$ cat config.mk
export PLATFORM = sky130hd
export DESIGN_NAME = clamp_median_ema_hysteresis_alert
export DESIGN_NICKNAME = d
export VERILOG_FILES = /design/src/rtl/cme_pkg.sv /design/src/rtl/cme_cell.sv /design/src/rtl/clamp_median_ema_hysteresis_alert.sv
export SDC_FILE = /design/constraint.sdc
export NUM_CORES = 1
export LEC_CHECK = 0
export BUFFER_PORTS_ARGS = -buffer_cell sky130_fd_sc_hd__buf_2
export CAP_MARGIN = 20
export CORE_UTILIZATION = 55
export CTS_CLUSTER_SIZE = 20
export DETAILED_ROUTE_END_ITERATION = 16
export PLACE_DENSITY = 0.75
export REMOVE_ABC_BUFFERS = 1
export SLEW_MARGIN = 20
export SYNTH_ARGS = -nofsm -noshare
export SYNTH_HDL_FRONTEND = slang
export SYNTH_SLANG_ARGS = --single-unit
export TNS_END_PERCENT = 10
$ cat constraint.sdc
create_clock -name i_clk -period 12.6 [get_ports i_clk]
set_input_delay 2.52 -clock i_clk [delete_from_list [all_inputs] [get_ports i_clk]]
set_output_delay 2.52 -clock i_clk [all_outputs]
set_load 0.005 [all_outputs]
$ cat src/rtl/cme_pkg.sv
// Shared types and constants for the clamp / running median / EMA / alert block.
// Used by cme_cell and clamp_median_ema_hysteresis_alert; no dependencies.
`default_nettype none

package cme_pkg;

    localparam int SAMPLE_W   = 16;
    localparam int WEIGHT_W   = 9;
    localparam int AGE_W      = 4;   // covers window sizes up to 16
    localparam int CFG_IDX_W  = 3;
    localparam int CFG_DATA_W = 16;

    typedef logic signed [SAMPLE_W-1:0] t_sample;
    typedef logic [AGE_W-1:0]           t_age;
    typedef logic [WEIGHT_W-1:0]        t_weight;
    typedef logic [CFG_IDX_W-1:0]       t_cfg_idx;
    typedef logic [CFG_DATA_W-1:0]      t_cfg_data;

    localparam t_cfg_idx CFG_CLAMP_LOW  = 3'd0;
    localparam t_cfg_idx CFG_CLAMP_HIGH = 3'd1;
    localparam t_cfg_idx CFG_ALERT_ON   = 3'd2;
    localparam t_cfg_idx CFG_ALERT_OFF  = 3'd3;
    localparam t_cfg_idx CFG_WEIGHT     = 3'd4;

    localparam t_sample RST_CLAMP_LOW  = -16'sd10240;
    localparam t_sample RST_CLAMP_HIGH = 16'sd32000;
    localparam t_sample RST_ALERT_ON   = 16'sd7680;
    localparam t_sample RST_ALERT_OFF  = 16'sd7168;
    localparam t_weight RST_WEIGHT     = 9'd51;
    localparam t_weight WEIGHT_FULL    = 9'd256;

    // What a cell shows its neighbors.
    typedef struct packed {
        t_sample val;   // held window value
        t_age    age;   // requests since this value entered
        logic    gt;    // unused, or value above the new sample
        logic    del;   // this cell or one to its left is evicted
    } t_cell_link;

    // Broadcast control from the sequencer to every cell.
    typedef struct packed {
        logic    do_del;    // close the gap of the evicted entry
        logic    do_ins;    // open a slot and insert the sample
        logic    evict;     // window full: the oldest entry leaves
        t_age    last_age;  // age of the oldest entry in a full window
        t_sample sample;    // clamped sample being inserted
    } t_cell_ctl;

endpackage

`default_nettype wire

$ cat src/rtl/cme_cell.sv
// One cell of the sorted window chain: holds a value and its age and trades
// them with its neighbors. Depends on cme_pkg.
`default_nettype none

module cme_cell (
    input  wire                     i_clk,
    input  cme_pkg::t_cell_ctl      i_ctl,
    input  wire                     i_used,
    input  cme_pkg::t_cell_link     i_left,
    input  cme_pkg::t_cell_link     i_right,
    output cme_pkg::t_cell_link     o_link
);
    import cme_pkg::*;

    t_sample r_val;
    t_age    r_age;
    t_sample n_val;
    t_age    n_age;
    logic    w_gt;
    logic    w_del;

    assign w_gt  = !i_used || ($signed(r_val) > $signed(i_ctl.sample));
    assign w_del = i_left.del || (i_ctl.evict && (r_age == i_ctl.last_age));

    assign o_link.val = r_val;
    assign o_link.age = r_age;
    assign o_link.gt  = w_gt;
    assign o_link.del = w_del;

    always_comb begin
        n_val = r_val;
        n_age = r_age;
        if (i_ctl.do_del) begin
            // shift left over the evicted entry
            if (w_del) begin
                n_val = i_right.val;
                n_age = i_right.age;
            end
        end else if (i_ctl.do_ins) begin
            if (i_left.gt) begin
                n_val = i_left.val;
                n_age = i_left.age + t_age'(1);
            end else if (w_gt) begin
                n_val = i_ctl.sample;
                n_age = '0;
            end else begin
                n_age = r_age + t_age'(1);
            end
        end
    end

    always_ff @(posedge i_clk) begin
        r_val <= n_val;
        r_age <= n_age;
    end

endmodule

`default_nettype wire

$ cat src/rtl/clamp_median_ema_hysteresis_alert.sv
// Top level: clamp, sorted-window running median (chain of cme_cell),
// EMA smoothing and hysteresis alert. Depends on cme_pkg and cme_cell.
//
//   channel  | handshake                  | payload
//   ---------+----------------------------+-----------------------------------
//   input    | i_in_valid / o_in_stall    | i_raw_sample
//   output   | o_out_valid / i_out_stall  | o_median_value, o_smoothed_value,
//            |                            | o_alert_active
//   config   | i_cfg_we                   | i_cfg_index, i_cfg_data
//
// A request passes through these steps in order: accept and clamp, evict the
// oldest entry, sorted insert across the cell chain, median pick, weight
// multiply, average update. One request is in flight at a time.
// The finished result sits in the output register, so the next request is
// taken while it waits; a held result stalls only the final average step.
// Reset (synchronous, active low) empties the window and clears the average
// and alert.
`default_nettype none

module clamp_median_ema_hysteresis_alert #(
    parameter int WINDOW_SIZE = 5
) (
    input  wire                     i_clk,
    input  wire                     i_rst_n,
    input  wire                     i_in_valid,
    output logic                    o_in_stall,
    input  cme_pkg::t_sample        i_raw_sample,
    output logic                    o_out_valid,
    input  wire                     i_out_stall,
    output cme_pkg::t_sample        o_median_value,
    output cme_pkg::t_sample        o_smoothed_value,
    output logic                    o_alert_active,
    input  wire                     i_cfg_we,
    input  cme_pkg::t_cfg_idx       i_cfg_index,
    input  cme_pkg::t_cfg_data      i_cfg_data
);
    import cme_pkg::*;

    localparam int CNT_W = $clog2(WINDOW_SIZE + 1);
    localparam int IDX_W = (WINDOW_SIZE > 1) ? $clog2(WINDOW_SIZE) : 1;
    localparam int PROD_W = SAMPLE_W + WEIGHT_W + 2;
    localparam logic [CNT_W-1:0] CNT_FULL = CNT_W'(WINDOW_SIZE);
    localparam t_age LAST_AGE = AGE_W'(WINDOW_SIZE - 1);

    typedef enum logic [5:0] {
        S_IDLE = 6'b000001,
        S_DEL  = 6'b000010,
        S_INS  = 6'b000100,
        S_MED  = 6'b001000,
        S_MUL  = 6'b010000,
        S_AVG  = 6'b100000
    } t_state;

    t_state              r_state;
    t_state              n_state;
    t_sample             r_clamp_low;
    t_sample             r_clamp_high;
    t_sample             r_alert_on;
    t_sample             r_alert_off;
    t_weight             r_weight;
    logic [CNT_W-1:0]    r_count;
    t_sample             r_x;
    t_sample             r_med;
    logic signed [PROD_W-1:0] r_prod;
    t_sample             r_avg;
    logic                r_started;
    logic                r_alert;
    logic                r_out_valid;
    t_sample             r_out_med;
    t_sample             r_out_avg;
    logic                r_out_alert;

    logic                w_in_acc;
    logic                w_out_free;
    t_sample             w_clamped;
    logic [CNT_W-1:0]    w_live;
    logic [CNT_W-1:0]    w_mid;
    t_weight             w_weight_sat;
    logic signed [WEIGHT_W:0]   w_weight_s;
    logic signed [SAMPLE_W:0]   w_diff;
    logic signed [PROD_W-1:0]   w_prod;
    logic signed [SAMPLE_W+2:0] w_sum;
    t_sample             w_avg_next;
    t_cell_ctl           w_ctl;
    t_cell_link          w_link  [WINDOW_SIZE];
    t_cell_link          w_left  [WINDOW_SIZE];
    t_cell_link          w_right [WINDOW_SIZE];
    logic                w_used  [WINDOW_SIZE];

    assign o_in_stall = (r_state != S_IDLE);
    assign w_in_acc   = i_in_valid && (r_state == S_IDLE);
    assign w_out_free = !r_out_valid || !i_out_stall;

    // Low limit wins when both limits apply, as they can when the limits are crossed.
    always_comb begin
        if ($signed(i_raw_sample) < $signed(r_clamp_low)) begin
            w_clamped = r_clamp_low;
        end else if ($signed(i_raw_sample) > $signed(r_clamp_high)) begin
            w_clamped = r_clamp_high;
        end else begin
            w_clamped = i_raw_sample;
        end
    end

    // Entries live during insert: a full window has just lost its oldest one.
    assign w_live = (r_count == CNT_FULL) ? CNT_W'(WINDOW_SIZE - 1) : r_count;

    assign w_ctl.do_del   = (r_state == S_DEL);
    assign w_ctl.do_ins   = (r_state == S_INS);
    assign w_ctl.evict    = (r_count == CNT_FULL);
    assign w_ctl.last_age = LAST_AGE;
    assign w_ctl.sample   = r_x;

    for (genvar g = 0; g < WINDOW_SIZE; g++) begin : g_cell
        if (g == 0) begin : g_first
            assign w_left[g] = '0;
        end else begin : g_mid
            assign w_left[g] = w_link[g-1];
        end
        if (g == WINDOW_SIZE - 1) begin : g_last
            assign w_right[g] = '0;
        end else begin : g_inner
            assign w_right[g] = w_link[g+1];
        end
        assign w_used[g] = (CNT_W'(g) < w_live);

        cme_cell u_cell (
            .i_clk   (i_clk),
            .i_ctl   (w_ctl),
            .i_used  (w_used[g]),
            .i_left  (w_left[g]),
            .i_right (w_right[g]),
            .o_link  (w_link[g])
        );
    end

    assign w_mid = r_count >> 1;

    // avg + floor(w * (med - avg) / 256) equals the weighted floor average.
    assign w_weight_sat = r_weight[WEIGHT_W-1] ? WEIGHT_FULL : r_weight;
    assign w_weight_s   = $signed({1'b0, w_weight_sat});
    assign w_diff       = $signed({r_med[SAMPLE_W-1], r_med})
                        - $signed({r_avg[SAMPLE_W-1], r_avg});
    assign w_prod       = w_weight_s * w_diff;
    assign w_sum        = $signed({{3{r_avg[SAMPLE_W-1]}}, r_avg})
                        + $signed(r_prod[PROD_W-1:8]);
    assign w_avg_next   = r_started ? w_sum[SAMPLE_W-1:0] : r_med;

    always_comb begin
        n_state = r_state;
        case (r_state)
            S_IDLE: begin
                if (w_in_acc) begin
                    n_state = S_DEL;
                end
            end
            S_DEL:  n_state = S_INS;
            S_INS:  n_state = S_MED;
            S_MED:  n_state = S_MUL;
            S_MUL:  n_state = S_AVG;
            S_AVG: begin
                if (w_out_free) begin
                    n_state = S_IDLE;
                end
            end
            default: n_state = S_IDLE;
        endcase
    end

    always_ff @(posedge i_clk) begin
        if (!i_rst_n) begin
            r_state      <= S_IDLE;
            r_clamp_low  <= RST_CLAMP_LOW;
            r_clamp_high <= RST_CLAMP_HIGH;
            r_alert_on   <= RST_ALERT_ON;
            r_alert_off  <= RST_ALERT_OFF;
            r_weight     <= RST_WEIGHT;
            r_count      <= '0;
            r_avg        <= '0;
            r_started    <= 1'b0;
            r_alert      <= 1'b0;
            r_out_valid  <= 1'b0;
        end else begin
            r_state <= n_state;
            if (i_cfg_we) begin
                case (i_cfg_index)
                    CFG_CLAMP_LOW:  r_clamp_low  <= i_cfg_data;
                    CFG_CLAMP_HIGH: r_clamp_high <= i_cfg_data;
                    CFG_ALERT_ON:   r_alert_on   <= i_cfg_data;
                    CFG_ALERT_OFF:  r_alert_off  <= i_cfg_data;
                    CFG_WEIGHT:     r_weight     <= i_cfg_data[WEIGHT_W-1:0];
                    default: ;
                endcase
            end
            if ((r_state == S_INS) && (r_count != CNT_FULL)) begin
                r_count <= r_count + CNT_W'(1);
            end
            // High test first
            if (r_state == S_MUL) begin
                if ($signed(r_med) >= $signed(r_alert_on)) begin
                    r_alert <= 1'b1;
                end else if ($signed(r_med) <= $signed(r_alert_off)) begin
                    r_alert <= 1'b0;
                end
            end
            if (!i_out_stall) begin
                r_out_valid <= 1'b0;
            end
            if ((r_state == S_AVG) && w_out_free) begin
                r_avg       <= w_avg_next;
                r_started   <= 1'b1;
                r_out_valid <= 1'b1;
            end
        end
    end

    always_ff @(posedge i_clk) begin
        if (w_in_acc) begin
            r_x <= w_clamped;
        end
        if (r_state == S_MED) begin
            r_med <= w_link[w_mid[IDX_W-1:0]].val;
        end
        if (r_state == S_MUL) begin
            r_prod <= w_prod;
        end
        if ((r_state == S_AVG) && w_out_free) begin
            r_out_med   <= r_med;
            r_out_avg   <= w_avg_next;
            r_out_alert <= r_alert;
        end
    end

    assign o_out_valid      = r_out_valid;
    assign o_median_value   = r_out_med;
    assign o_smoothed_value = r_out_avg;
    assign o_alert_active   = r_out_alert;

    a_count_bound: assert property (@(posedge i_clk) disable iff (!i_rst_n)
        r_count <= CNT_FULL)
        else $error("window fill count above window size");

    a_out_from_avg: assert property (@(posedge i_clk) disable iff (!i_rst_n)
        $rose(r_out_valid) |-> $past(r_state == S_AVG))
        else $error("result presented outside the average step");

    a_accept_next: assert property (@(posedge i_clk) disable iff (!i_rst_n)
        w_in_acc |=> (r_state == S_DEL))
        else $error("accepted request did not enter eviction");

    a_alert_set: assert property (@(posedge i_clk) disable iff (!i_rst_n)
        ((r_state == S_AVG) && ($signed(r_med) >= $signed(r_alert_on))) |-> r_alert)
        else $error("alert not set for median at or above the on level");

endmodule

`default_nettype wire

==> results.md, run 1 <==
* Outcome: finished clean
* Crit end category: flop
* Clock share of power at 0.337
* Reg clk slew, reported paths at about 60 ps
* Most common cell after layout, fill and taps aside: nand2_1
* Hold-fix buffers, CTS at 0
* Final setup fails at 0
* Max cap viols at 0
* Power Total at 2.878 mW
* Leading register cell type out of synthesis: edfxtp_1
* Sink Count at about 280
* First-pass iteration count of the detailed router at 6
* Sequential share of power at 0.368
* Crit Path Class: flop to flop
* Endpoints failing hold at 0
* WL/cell at approximately 20 µm
* Worst EP arrival at between 8000 and 9000 ps
* Avg Inst Size Synth at 9.616 µm²
* Hold slack final at approximately 460 ps
* Fmax at approximately 130 MHz
* Synth Register Bits at roughly 280
* Via count at 17,000
* Area of the mapped netlist at 21,980 µm²
* R2r setup slk at about 4600 ps
* EDFF count, synth at between 150 and 200
* Initial antenna violation count at 0
* CP max-delay cell: xor2_1
* Pins Over Slew Limit at 0
* Most frequent cell on the critical path: fa_1
* DRC viols at 0
* Hold Path Depth at 0
* Antenna Nets Post-Route at 0
* Final wirelength at 57.09 mm
* All-Layer GR Usage at 0.2828
* Finished Cell Area at about 24,000 µm²
* Post-route clock skew at ~22 ps
* Fillers at between 3,000 and 4,000
* Slew headroom at 0.2684
* Fin util at 0.6137
* CTS buffer count at 31
* Sw power at 0.9105 mW
* H-tree levels at 1
* Fin crit period at 7973 ps
* TritonCTS clock tree: yes
* Root Driver: clkbuf_16
* Die area at slightly above 40,000 µm²
* Hpwl dp at between 40 and 50 mm
* Leak at around 10 nW
* Unrepaired setup endpoints after global routing: no
* Sequential area share after synthesis at 0.3392
* Area growth from synthesis to layout at 8.902%
* Crit Path Max Fanout at 9
* WP data required at 12,940 ps
* GPL Wtd Cong at 0.9168
* P per Cell Area at 120.2 nW/µm²
* Core Box Area at 39,010 µm²
* Largest net degree at the start of global routing at 100
* Cells after Synth at about 2,300
* Initial core utilization at 0.5635
* Post-CTS Resized at 0
* Ys async rst share at 0
* Grt ovf at 0
* Clock network latency to the later pin of the worst-skew pair at 600 ps
* Comb pwr share at 0.295
* Yosys cell types at 81
* Row count at 72
* Startpoint types: flop
* Most frequent cells in the layout: 334 x nand2_1, 261 x inv_1, 236 x ha_1
* Worst Max-Slew Pin Slew at roughly 1100 ps
* First-pass GRT wire length at around 90 mm
* Ant diodes at 0
* Slowest stage delay, CP at just over 600 ps
* VDD IR-drop max at between 0.0001 and 0.00015 V
* Cell Area, Placed at roughly 23,000 µm²
* Type of the tightest min-delay check: flop to flop
* Layout cells sized above 1 at 0.07990
* Final nets at 2,722
* Vias/cell at about 5.9
* Final Cycle Share at 0.6328
* Synth Warn # at 0
* I/O pins at 75
* Maximum clock path buffer count at 3
* Die height at about 200 µm
* Vias in the first global route at 16,930
* Pint at 1.968 mW
* DIE WIDTH at roughly 200 µm
* Post-CTS Setup Inserts at 0
* Port Buf Inserts at 74
* Post-route setup TNS at 0 ps
* Switch share at 0.3164
* Worst R2R Path Depth at 29
* Drt first-iter violations at 1,662
==> final timing paths <==
check,startpoint,endpoint
max,r_med[0],r_prod[23]
min,r_alert,o_alert_active
max reg2reg,r_med[0],r_prod[23]
min reg2reg,r_alert,o_alert_active
==> per-layer routing <==
layer | up-vias | wire length, µm | GRT usage
met4 | 0 | 1688 | 0.08036
met5 | - | 0 | 0
met1 | 8249 | 24610 | 0.4009
met3 | 100 | 4586 | 0.03708
li1 | 7946 | - | -
met2 | 707 | 26210 | 0.4536
==> metrics by stage <==
stage	std cells	worst slack, ps
after floorplan	2204	5501
after global placement	2813	4949
after detailed placement	2813	4761
after CTS	2871	4735
after global routing	2871	4154
final	2871	4627
==> cells in the mapped netlist (all sizes together) (16+ instances only) <==
cell	count	area [µm²]
clkbuf	69	259.0
dfxtp	101	2022
o211ai	21	157.7
nand3	29	145.1
a21o	50	375.4
a21boi	67	503.0
and2	27	168.9
nand2	334	1254
nor2b	41	256.5
o21a	28	210.2
mux2i	83	830.8
ha	236	2953
mux4	16	360.4
inv	264	991.0
nand4	23	143.9
a21oi	84	431.7
xnor2	39	341.6
edfxtp	181	5435
nor2	137	514.2
o21ai	120	600.6
nor3	19	95.09
fa	118	2362
xor2	24	210.2
nand2b	22	137.6
==> worst max-delay path: cells and delay by family (launching register included) <==
kind | cells | cell delay (ps)
AO/OA/AOI/OAI | 9 | 1730
flip-flops | 1 | 360
AND/OR/NAND/NOR | 6 | 790
adder cells (fa/ha/maj) | 8 | 3580
buffers and inverters | 4 | 240
XOR/XNOR | 2 | 1010
==> registers in the layout (all words and copies together), names as in the netlist <==
signal and count:
o_smoothed_value 16, r_alert_off 16, r_count 3, r_state 6, g_cell.u_cell.r_age 20, r_weight 9
r_alert_on 16, o_out_valid 1, g_cell.u_cell.r_val 80, o_alert_active 1, r_x 16, r_clamp_low 16
o_median_value 16, r_clamp_high 16, r_avg 16, r_alert 1, r_started 1, r_med 16
r_prod 16
==> power by group through the flow <==
stage	combinational (mW)	clock, mW	sequential, mW
finish	0.849	0.970	1.06
global route	0.948	1.01	1.06
CTS	0.842	0.977	1.06
detailed placement	0.836	0	1.08
global placement	0.809	0	1.08
floorplan	0.622	0	1.07
==> final cells by class <==
type,instances,area (µm²),area share
Clock inverter,15,177.7,0.007422
Timing Repair Buffer,91,498.0,0.02080
Tap cell,518,648.1,0.02707
Inverter,265,994.7,0.04155
Multi-Input combinational cell,1657,13250,0.5533
Clock buffer,43,917.1,0.03831
Sequential cell,282,7457,0.3115
==> cell families (layout without fill, tap and decap cells) <==
kind of cell / after synthesis / after routing / share of synthesized area
buf+inv: 347 / 414 / 0.05982
xor+xnor: 64 / 64 / 0.02613
fa+ha+maj: 354 / 354 / 0.2418
simple gates: 693 / 693 / 0.1437
flops: 282 / 282 / 0.3392
compound gates: 437 / 437 / 0.1300
mux: 109 / 109 / 0.05931
(Power assumes the default switching activity.)
==> run 2: changes to the inputs <==
==> constraint.sdc (replaced) <==
create_clock -name i_clk -period 8.2 [get_ports i_clk]
set_input_delay 1.64 -clock i_clk [delete_from_list [all_inputs] [get_ports i_clk]]
set_output_delay 1.64 -clock i_clk [all_outputs]
set_load 0.005 [all_outputs]
==> results.md, run 2 (synthesized netlist as in run 1, its figures left out) <==
* Sink Count at ~280
* Most common cell after layout, fill and taps aside: nand2_1
* Worst Max-Slew Pin Slew at a little over 1000 ps
* Final setup fails at 0
* Port Buf Inserts at 74
* Reg clk slew, reported paths at roughly 70 ps
* Slew headroom at 0.3186
* Endpoints failing hold at 0
* Fin crit period at 7662 ps
* Die height at approximately 200 µm
* Vias in the first global route at roughly 17,000
* Post-CTS Resized at 0
* Outcome: finished clean
* Leak at 10.47 nW
* Crit end category: flop
* Drt first-iter violations at roughly 1,400
* Max cap viols at 0
* Fillers at approximately 3,200
* CTS buffer count at 31
* Post-route clock skew at between 40 and 50 ps
* VDD IR-drop max at 0.0001682 V
* Crit Path Max Fanout at 7
* Initial core utilization at 0.5635
* Fmax at roughly 130 MHz
* Delay-heaviest family, CP: adder cells
* All-Layer GR Usage at 0.2835
* First-pass iteration count of the detailed router at 7
* Startpoint types: flop
* Vias/cell at 5.898
* Row count at 72
* WP data required at about 8600 ps
* I/O pins at between 70 and 80
* Antenna Nets Post-Route at 0
* Hold-fix buffers, CTS at 0
* Hpwl dp at 43.56 mm
* Most frequent cell on the critical path: fa_1
* Clock network latency to the later pin of the worst-skew pair at ~600 ps
* Pins Over Slew Limit at 0
* WL/cell at around 20 µm
* Slowest stage delay, CP at 550 ps
* Root Driver: clkbuf_16
* First-pass GRT wire length at 91.66 mm
* Final wirelength at about 57 mm
* Final nets at 2,733
* Max reg flops at 80
* Core Box Area at 39,010 µm²
* Die area at 40,770 µm²
* Most frequent cells in the layout: 334 x nand2_1, 261 x inv_1, 236 x ha_1
* DRC viols at 0
* P per Cell Area at between 150 and 200 nW/µm²
* Fin util at 0.6179
* CP bufs+invs at 4
* Initial antenna violation count at 0
* Via count at 17,000
* Layout cells sized above 1 at 0.08629
* Biggest regs: g_cell.u_cell.r_val (80), g_cell.u_cell.r_age (20)
* Post-CTS Setup Inserts at 0
* Final Cycle Share at 0.9344
* Unrepaired setup endpoints after global routing: no
* Worst EP arrival at roughly 8000 ps
* H-tree levels at 1
* GPL Wtd Cong at between 0.9 and 1
* DIE WIDTH at between 200 and 250 µm
* Ant diodes at 0
* Crit Path Class: flop to flop
* Post-route setup TNS at 0 ps
* Grt ovf at 0
* Type of the tightest min-delay check: flop to flop
* Top reg by flops: g_cell.u_cell.r_val
* Area growth from synthesis to layout at 9.642%
* TritonCTS clock tree: yes
* CP max-delay cell: fa_1
* Maximum clock path buffer count at 3
* Largest net degree at the start of global routing at 100
[run 2: cell type report]
class                      instances  area (µm²)  share of cell area
clock buffer                      35       832.0             0.03452
timing repair buffer             102       588.1             0.02440
tap                              518       648.1             0.02689
inverter                         265       994.7             0.04127
clock inverter                    23       312.8             0.01298
multi-input combinational       1657       13270              0.5505
sequential                       282        7457              0.3094
[run 2: routing by layer]
layer	GRT usage	share of wire
met2	0.4575	0.46
met3	0.03128	0.072
met1	0.3993	0.43
met5	0	0
met4	0.09118	0.034
[run 2: stage by stage]
step | total power, mW | instance area (µm²) | worst slack [ps] | hold WS (ps) | std cells
6_report | 4.457 | 24100 | 538.2 | 454.2 | 2882
4_1_cts | 4.471 | 24060 | 471.5 | 451.0 | 2881
3_5_place_dp | 2.927 | 22920 | 493.6 | 433.9 | 2823
2_1_floorplan | 2.600 | 21660 | 1101 | 423.7 | 2204
3_3_place_gp | 2.883 | 22920 | 692.4 | 435.4 | 2823
5_1_grt | 4.694 | 24100 | 99.79 | 467.5 | 2882
[run 2: worst reg2reg max path, delay by kind of cell (launching register included)]
kind	cells	cell delay [ps]
AND/OR/NAND/NOR	5	740
buffers and inverters	4	420
adder cells (fa/ha/maj)	8	3530
flip-flops	1	340
AO/OA/AOI/OAI	10	1640
XOR/XNOR	2	720
[run 2: path summary, 6_finish.rpt]
kind	start	to	slack [ps]	cells past startpoint
setup / recovery	r_med[0]	r_prod[23]	540	29
hold / removal	r_med[0]	o_median_value[0]	450	0
setup reg to reg	r_med[0]	r_prod[23]	540	29
hold reg to reg	r_med[0]	o_median_value[0]	450	0
[run 2: power breakdown]
| group | internal [mW] | switching [mW] | leakage [nW] |
|---|---|---|---|
| clock network | 0.930 | 0.620 | 0.569 |
| logic | 0.547 | 0.733 | 7.45 |
| registers | 1.60 | 0.0312 | 2.45 |
==> run 3: changes to the inputs <==
--- a/config.mk
+++ b/config.mk
@@ -7,10 +7,10 @@
 export LEC_CHECK = 0
 export BUFFER_PORTS_ARGS = -buffer_cell sky130_fd_sc_hd__buf_2
 export CAP_MARGIN = 20
-export CORE_UTILIZATION = 55
+export CORE_UTILIZATION = 30
 export CTS_CLUSTER_SIZE = 20
 export DETAILED_ROUTE_END_ITERATION = 16
-export PLACE_DENSITY = 0.75
+export PLACE_DENSITY = 0.47
 export REMOVE_ABC_BUFFERS = 1
 export SLEW_MARGIN = 20
 export SYNTH_ARGS = -nofsm -noshare
==> results.md, run 3 (synthesized netlist as in run 1, its figures left out) <==
* DIE WIDTH at around 270 µm
* Layout cells sized above 1 at 0.08873
* Outcome: finished clean
* Hold slack final at 466.8 ps
* Cell Area, Placed at 23,520 µm²
* Most common cell after layout, fill and taps aside: nand2_1
* Final Cycle Share at 0.9368
* VDD IR-drop max at about 0.00012 V
* Post-route setup TNS at 0 ps
* CP max-delay cell: fa_1
* Most frequent cells in the layout: 334 x nand2_1, 261 x inv_1, 236 x ha_1
* DRC viols at 0
* Place WS at around 290 ps
* Post-CTS Setup Inserts at 0
* CP bufs+invs at 3
* First-pass GRT wire length at 101.9 mm
* Crit Path Class: flop to flop
* GPL Wtd Cong at between 0.8 and 0.9
* Worst Max-Slew Pin Slew at 1027 ps
* CP Depth at 27
* Die area at between 70,000 and 80,000 µm²
* Final wirelength at between 60 and 70 mm
* H-tree levels at 2
* Ant diodes at 0
* Biggest regs: g_cell.u_cell.r_val (80), g_cell.u_cell.r_age (20)
* Final setup fails at 0
* Finished Cell Area at approximately 25,000 µm²
* Endpoints failing hold at 0
* Final nets at 2,744
* Area growth from synthesis to layout at 12.33%
* All-Layer GR Usage at 0.1767
* Crit end category: flop
* Vias/cell at approximately 5.0
* Fmax at ~130 MHz
* Sink Count at between 200 and 300
* P per Cell Area at roughly 180 nW/µm²
* Type of the tightest min-delay check: flop to flop
* Power Total at between 4 and 5 mW
* Worst EP arrival at about 8000 ps
* Most frequent cell on the critical path: fa_1
* I/O pins at 75
* Startpoint types: flop
* CTS buffer count at 37
* TritonCTS clock tree: yes
* Maximum clock path buffer count at 3
* Antenna Nets Post-Route at 0
* Port Buf Inserts at 74
* Leak at ~11 nW
* Max cap viols at 0
* Initial antenna violation count at 0
* First-pass iteration count of the detailed router at 5
* Initial core utilization at 0.3054
* Row count at 98
* Hold Path Depth at 2
* Vias in the first global route at 16,940
* Core Box Area at 71,980 µm²
* Pins Over Slew Limit at 0
* Via count at 16,500
* Root Driver: clkbuf_16
* Slew headroom at 0.3154
* Die height at ~270 µm
* Top reg by flops: g_cell.u_cell.r_val
* Worst R2R Path Depth at 27
* Hpwl dp at roughly 50 mm
* Fillers at 7,370
* Largest net degree at the start of global routing at around 110
* Slowest stage delay, CP at around 550 ps
* PnR worst setup slack at between 500 and 600 ps
* Clock network latency to the later pin of the worst-skew pair at 560 ps
* Grt ovf at 0
* Reg clk slew, reported paths at ~60 ps
* WL/cell at slightly below 20 µm
* Post-route clock skew at roughly 20 ps
* Drt first-iter violations at approximately 940
* WP data required at 8490 ps
* Max reg flops at 80
* Unrepaired setup endpoints after global routing: no
* Delay-heaviest family, CP: adder cells
* Crit Path Max Fanout at 9
* Fin crit period at about 7700 ps
-- run 3: changes by cell type in the layout (fill, tap and decap cells not counted), sizes merged --
cell,before,now
buf,102,107
clkbuf,35,46
bufinv,6,1
clkinv,11,18
inv,271,266
clkinvlp,0,1
-- run 3: through the flow --
step           utilization  instances
6_report            0.3431       3328
5_1_grt             0.3431       3328
4_1_cts             0.3428       3328
3_5_place_dp        0.3267       3261
3_3_place_gp        0.3267       3261
2_1_floorplan            -       2204
-- run 3: per-layer routing --
layer  GRT usage  part of all wire
met1      0.2385              0.47
met2      0.3002              0.48
met3     0.01915             0.029
met4     0.04376             0.021
met5           0                 0
-- run 3: cell type report --
type / instances / area, µm² / area share
multi-input combinational: 1657 / 13270 / 0.5375
sequential: 282 / 7458 / 0.3021
tap: 950 / 1189 / 0.04814
clock buffer: 46 / 1001 / 0.04054
inverter: 265 / 994.7 / 0.04028
timing repair buffer: 107 / 618.1 / 0.02503
clock inverter: 21 / 158.9 / 0.006435
-- run 3: worst reg2reg max path, delay by kind of cell, from the launching register on --
kind	cells	cell delay (ps)
compound gates	13	2380
fa+ha+maj	7	3300
buf+inv	3	160
simple gates	2	260
flops	1	470
xor+xnor	2	850
-- run 3: final timing paths --
check,start,slack [ps],end
max reg2reg,r_med[2],520,r_prod[23]
max,r_med[2],520,r_prod[23]
min reg2reg,r_weight[2],470,r_weight[2]
min,r_weight[2],470,r_weight[2]
-- run 3: where the power goes --
group	switching [mW]	total [mW]	internal (mW)
Combinational	0.790	1.34	0.548
Clock	0.665	1.57	0.905
Sequential	0.0358	1.63	1.60
-- run 3: what timing repair did --
item                                    CTS  global route
endpoints found under the setup margin    0             1
hold buffers                              0             0
resized for setup                         0             2
